===== src/vtb_pkg.sv =====
package vtb_pkg;
  localparam int NUM_STATES = 64;
  localparam int STATE_W = 6;
  localparam int METRIC_W = 28;
  localparam int TB_DEPTH_DEF = 33;
  localparam logic [METRIC_W-1:0] NORM_LIMIT = 28'd100000000;
  localparam logic [METRIC_W-1:0] INIT_METRIC = 28'd500;
  localparam int QUEUE_DEPTH = 2;

  typedef enum logic [2:0] {
    BK_CLR,
    BK_IDLE,
    BK_ACS,
    BK_NORM,
    BK_TRACE,
    BK_OUT
  } bk_state_t;

  typedef struct packed {
    logic r0;
    logic r1;
  } sym_t;

  // expected code bit pair {first, second} leaving state prev on input b
  function automatic logic [1:0] expect_bits(input logic [STATE_W-1:0] prev, input logic b);
    logic first;
    logic second;
    first = b ^ prev[1] ^ prev[2] ^ prev[4] ^ prev[5];
    second = b ^ prev[0] ^ prev[1] ^ prev[2] ^ prev[5];
    return {first, second};
  endfunction

  function automatic logic [1:0] hamming(input logic [1:0] e, input sym_t s);
    return {1'b0, e[1] ^ s.r0} + {1'b0, e[0] ^ s.r1};
  endfunction
endpackage


===== src/vtb_front.sv =====
// Input request queue: accepts symbol pairs, buffers them for the back end.
module vtb_front
  import vtb_pkg::*;
(
  input  logic clk,
  input  logic rst_n,
  input  logic in_valid,
  output logic in_ready,
  input  sym_t in_sym,
  output logic q_valid,
  input  logic q_take,
  output sym_t q_sym
);
  localparam int PW = $clog2(QUEUE_DEPTH);
  sym_t mem_r [QUEUE_DEPTH];
  logic [PW-1:0] wp_r, rp_r;
  logic [PW:0] cnt_r;
  logic push, pop;

  assign in_ready = (cnt_r != (PW+1)'(QUEUE_DEPTH));
  assign q_valid = (cnt_r != '0);
  assign q_sym = mem_r[rp_r];
  assign push = in_valid && in_ready;
  assign pop = q_take && q_valid;

  always_ff @(posedge clk) begin
    if (!rst_n) begin
      wp_r <= '0;
      rp_r <= '0;
      cnt_r <= '0;
    end else begin
      if (push) wp_r <= wp_r + 1'b1;
      if (pop) rp_r <= rp_r + 1'b1;
      cnt_r <= cnt_r + (PW+1)'(push) - (PW+1)'(pop);
    end
  end

  always_ff @(posedge clk) begin
    if (push) mem_r[wp_r] <= in_sym;
  end
endmodule


===== config.mk =====
export PLATFORM = sky130hd
export DESIGN_NAME = vtb_front
export DESIGN_NICKNAME = d
export VERILOG_FILES = /design/src/vtb_pkg.sv /design/src/vtb_front.sv
export SDC_FILE = /design/constraint.sdc
export NUM_CORES = 1
export LEC_CHECK = 0
export BUFFER_PORTS_ARGS = -buffer_cell sky130_fd_sc_hd__buf_2
export CORE_AREA = 8 8 45 47
export DETAILED_ROUTE_END_ITERATION = 16
export DIE_AREA = 0 0 53 55
export HOLD_SLACK_MARGIN = 0.15
export PLACE_DENSITY_LB_ADDON = 0.3
export RECOVER_POWER = 25
export SLEW_MARGIN = 15
export SYNTH_ARGS = -nofsm -noshare
export SYNTH_HDL_FRONTEND = slang
export SYNTH_SLANG_ARGS = --single-unit

===== constraint.sdc =====
create_clock -name clk -period 2.1 [get_ports clk]
set_input_delay 0.105 -clock clk [delete_from_list [all_inputs] [get_ports clk]]
set_output_delay 0.105 -clock clk [all_outputs]
set_load 0.05 [all_outputs]

==> impl_metrics.csv, run 1 <==
group,metric,value,unit
timing,fmax,604,MHz
routing,wl_met3,48,um
cts,cts_sinks,9,
worst_setup_path,reg2reg_depth,8,
timing,slew_headroom,83.5,%
cts,cts_buffer_depth,2,
worst_setup_path,path_class,"register to register",
finish,multi_input_area,154,um2
synth,synth_top_cell_by_area,"edfxtp_1",
place,dp.cells,55,
die,dieArea,2920,um2
worst_setup_path,r2r-start,"cnt_r[0]",
finish,drive_gt1_share,32.6,%
synth,syn-num-nets,38,
routing,wl_met1,260,um
cts,clock_latency,0.26,ns
routing,avgViaCountPerCell,4.23,
cts,root_buffer,"clkbuf_4",
place,placed_cell_area,443,um2
die,num_rows,14,
finish,seq_area,220,um2
worst_setup_path,arrival,1.82,ns
synth,synth_area_leaders,"edfxtp_1 32%, dfxtp_1 26%, xnor2_1 7.0%",
worst_setup_path,required,2.26,ns
job,cap_violations,0,
die,pin_count,10,
finish,finalNonFillerCells,62,
synth,synth_area,378,um2
pwr,leakagePower,0.213,nW
timing,rsz0062_at_grt,"false",
routing,wl_met2,329,um
place,numPortBuffers,9,
global_route,grt_max_degree,7,
finish,utilization,36.0,%
finish,areaGrowthSynthToFinish,31.8,%
cts,cts_setup_buffers,0,
worst_setup_path,crit_path_start,"cnt_r[0]",
worst_hold_path,min_to,"wp_r",
global_route,grt_pass1_vias,243,
worst_hold_path,holdPathStages,3,
timing,tns,0,ns
cts,cts_made_buffers,3,
timing,tightest_slew,0.249,ns
place,dp.final_hpwl,488,um
pwr,ir_drop,470,uV
global_route,grt_use_total,5.06,%
place,place_congestion,0.689,
routing,dr.max_layer_used,"met4",
synth,ys_warn_count,0,
worst_setup_path,critPathCaptureType,"register",
finish,finalInstanceArea,498,um2
timing,maxSlewViolCount,0,
routing,drc,0,
cts,clk_pin_slew,0.06,ns
worst_setup_path,startpoint_type,"register",
timing,setup_viol,0,
cts,cts_tree,"built",
worst_setup_path,slowest_delay,0.37,ns
worst_setup_path,cp_slowest_cell,"dfxtp_1",
cts,htreeDepth,1,
worst_setup_path,reg2reg_setup_slack,0.45,ns
die,fp.dieW,53,um
timing,hold_viol,0,
synth,ys_seq_area_share,58.3,%
die,die_h,55,um
global_route,grt_first_pass_wirelength,1000,um
worst_setup_path,crit_fanout,4,
pwr,power_density,1390,nW/um2
finish,antennaDiodeCount,0,
routing,vias,262,
synth,synth.top_cell.area_share,31.8,%
worst_setup_path,r2r-end,"cnt_r[1]",
timing,min_period,1.65,ns
worst_setup_path,worstPathCellList,"nand2b_1 > nand2_1 > ha_1 > inv_1 > ha_1 > xnor2_1 > xnor2_1 > and2_1",
routing,drtIter0Drc,2,
finish,finish.net_count,55,
timing,skew,0.00221,ns
die,core,1380,um2
routing,wl_per_cell,10.6,um
synth,ys_seq_elements,9,
synth,ys_types,15,
synth,postSynthAreaPerCell,12.6,um2
finish,nFillCells,153,
routing,ant_nets,0,
worst_hold_path,worstHoldPathType,"input port to register",
global_route,grt_overflow_total,0,
synth,syn_inst,30,
worst_hold_path,min_from,"in_valid",
die,start_util,27.3,%
timing,finalCritPeriodShare,78.8,%
routing,drt_first_pass_iters,4,
run_status,status,"completed",
routing,wl,656,um
global_route,antenna_found_initial,0,
-- worst max-delay path by stage --
stage	slack, ns	endpoint	depth (start not counted)
6_report	0.45	cnt_r[1]	8
3_5_place_dp	0.46	cnt_r[1]	8
4_1_cts	0.43	cnt_r[1]	8
2_1_floorplan	0.11	cnt_r[1]	8
5_1_grt	0.29	cnt_r[1]	8
3_3_place_gp	0.48	cnt_r[1]	8
-- critical path, delay by kind of cell (launching register included) --
family                     cells  cell delay (ns)
xor gates and xnor gates       2             0.25
and+or+nand+nor                3             0.43
buffers and inverters          1             0.04
DFF                            1             0.37
adders and majority gates      2             0.46
-- cells in the mapped netlist, drive strengths merged --
cell type	count
and2	2
and3	1
dfxtp	5
edfxtp	4
ha	2
inv	1
mux2	2
mux2i	1
nand2	2
nand2b	2
nor2	1
nor2b	2
o21a	1
or2	1
xnor2	3
-- through the flow --
stage,setup slack [ns],total power [mW],hold slack (ns)
after floorplan,0.114,0.500,0.204
after global placement,0.481,0.555,0.301
after detailed placement,0.461,0.557,0.301
after CTS,0.433,0.701,0.193
after global routing,0.286,0.743,0.186
final,0.445,0.693,0.188
-- cell usage in the layout (no fill, tap or decap), drive strengths merged --
master	count
nor2b	2
ha	2
dlygate4sd3	3
mux2i	1
clkbuf	5
xnor2	3
buf	8
nand2b	2
or2	1
o21a	1
and3	1
nor2	1
mux2	2
nand2	2
dfxtp	5
and2	2
edfxtp	4
inv	1
-- cell families (layout without fill, tap and decap cells) --
kind of cell,after synthesis,in the layout,synth area share (%)
mux,3,3,8.61
compound gates,1,1,2.32
buf+inv,1,17,0.992
flops,9,9,58.3
simple gates,11,11,16.2
fa+ha+maj,2,2,6.62
xor+xnor,3,3,6.95
-- area by class of cell --
type,instances,area share [%]
multi-input combinational,20,30.9
sequential,9,44.2
clock buffer,4,5.28
timing repair buffer,12,14.8
inverter,1,0.754
tap,16,4.02
-- power by group --
part | leakage (nW) | internal (mW) | total (mW) | switching (mW)
sequential | 0.0787 | 0.230 | 0.258 | 0.0288
combinational | 0.119 | 0.115 | 0.300 | 0.185
clock | 0.0150 | 0.0733 | 0.135 | 0.0621
total | 0.213 | 0.418 | 0.693 | 0.275
-- timing repair --
item / in CTS / in global routing
gates resized for setup: 0 / 0
hold endpoints to repair: 9 / 0
hold buffers: 3 / 0
-- per-layer routing --
metal / track usage (%) / up-vias
met3: 3.21 / 2
met5: 0 / -
met2: 8.01 / 7
met4: 3.88 / 0
met1: 4.64 / 120
li1: - / 133
No activity file was read; power rests on OpenSTA's default activity.
==> run 2: changes to the inputs <==
Clock period 2.1 ns to 1.7 ns, I/O delays scaled along.
==> impl_metrics.csv, run 2 (synthesized netlist as in run 1, its figures left out) <==
group,metric,value,unit
timing,fmax,621,MHz
timing,min_period,1.61,ns
run_status,status,"completed",
die,core,1380,um2
worst_setup_path,crit_fanout,4,
timing,slew_headroom,83.4,%
timing,rsz0062_at_grt,"false",
timing,setup_viol,0,
cts,cts_setup_buffers,0,
die,die_h,55,um
routing,ant_nets,0,
cts,cts_sinks,9,
worst_setup_path,arrival,1.77,ns
cts,clk_pin_slew,0.06,ns
global_route,antenna_found_initial,0,
global_route,grt_pass1_vias,233,
global_route,grt_overflow_total,0,
pwr,leakagePower,0.214,nW
timing,hold_viol,0,
finish,drive_gt1_share,34.8,%
timing,tns,0,ns
worst_setup_path,worstPathCellList,"o21a_2 > ha_1 > inv_1 > ha_1 > xnor2_1 > xnor2_1 > and2_1",
die,num_rows,14,
worst_hold_path,worstHoldPathType,"input port to register",
routing,wl_per_cell,9.45,um
timing,finalCritPeriodShare,94.7,%
worst_setup_path,path_class,"register to register",
finish,areaGrowthSynthToFinish,33.8,%
cts,root_buffer,"clkbuf_4",
routing,drtIter0Drc,0,
cts,cts_made_buffers,3,
cts,clock_latency,0.26,ns
finish,final_common_cell,"buf_2",
global_route,grt_use_total,4.95,%
die,dieArea,2920,um2
pwr,ir_drop,517,uV
worst_setup_path,critPathCaptureType,"register",
routing,vias,247,
place,numPortBuffers,9,
pwr,p_total,0.862,mW
pwr,power_density,1700,nW/um2
job,cap_violations,0,
global_route,grt_max_degree,7,
worst_setup_path,startpoint_type,"register",
worst_setup_path,cp_top_family,"adder cells",
cts,cts_tree,"built",
place,place_congestion,0.723,
routing,drc,0,
routing,drt_first_pass_iters,1,
worst_setup_path,slowest_delay,0.36,ns
timing,maxSlewViolCount,0,
finish,antennaDiodeCount,0,
finish,final_cell_mix,"7 x buf_2, 4 x dfxtp_1, 4 x edfxtp_1",
finish,finalNonFillerCells,62,
timing,skew,0.00788,ns
die,start_util,27.3,%
worst_setup_path,cp_slowest_cell,"dfxtp_1",
timing,tightest_slew,0.250,ns
worst_setup_path,required,1.86,ns
cts,htreeDepth,1,
place,dp.cells,55,
timing,hold_slack,0.166,ns
cts,cts_buffer_depth,2,
finish,finish.net_count,55,
die,fp.dieW,53,um
routing,wl,586,um
global_route,grt_first_pass_wirelength,979,um
routing,avgViaCountPerCell,3.98,
die,pin_count,10,
worst_setup_path,path_buf_inv,1,
[run 2: cell types whose count changed in the layout (fill, tap and decap cells not counted), sizes merged]
| cell | previous run | this run |
|---|---|---|
| buf | 8 | 7 |
| clkbuf | 5 | 6 |
[run 2: area by class of cell]
class | count | area (um2)
well taps | 16 | 20.0
inverters | 1 | 3.75
multi-input cells | 20 | 161
clock buffers | 4 | 26.3
fillers | 142 | 878
flip-flops and latches | 9 | 221
repair buffers | 12 | 72.6
[run 2: per-stage QoR]
stage	area (um2)	util, %	worst slack [ns]
2_1_floorplan	385	-	0.0294
3_3_place_gp	450	32.5	0.0881
3_5_place_dp	450	32.5	0.0760
4_1_cts	507	36.6	0.0634
5_1_grt	505	36.5	0.0219
6_report	505	36.5	0.0909
[run 2: timing repair]
action | CTS | global route
gates resized for setup | 0 | 1
endpoints found under the hold margin | 9 | 0
hold buffers | 3 | 0
setup endpoints to repair | 0 | 1
[run 2: per-layer routing]
| layer | global-route usage (%) | share of wire [%] | up-vias |
|---|---|---|---|
| met5 | 0 | 0 | - |
| met4 | 5.17 | 5.1 | 0 |
| met3 | 2.41 | 6.8 | 4 |
| met2 | 7.62 | 49 | 6 |
| met1 | 4.64 | 39 | 102 |
| li1 | - | - | 135 |
[run 2: final timing paths]
kind                  from        to  cells past startpoint  slack, ns
setup / recovery  cnt_r[1]  cnt_r[1]                      7       0.09
hold / removal    in_valid      wp_r                      3       0.17
setup reg to reg  cnt_r[1]  cnt_r[1]                      7       0.09
hold reg to reg       wp_r      wp_r                      2       0.48
[run 2: worst register-to-register path, cell delays in order, from the launching register on]
cell and delay [ns]:
dfxtp_1 0.36, o21a_2 0.25, ha_1 0.29, inv_1 0.04, ha_1 0.18, xnor2_1 0.13, xnor2_1 0.12, and2_1 0.15
[run 2: where the power goes]
part	internal (mW)	switching [mW]	total, mW
combinational	0.152	0.225	0.377
sequential	0.286	0.0382	0.324
clock	0.0902	0.0704	0.161
total	0.528	0.334	0.862
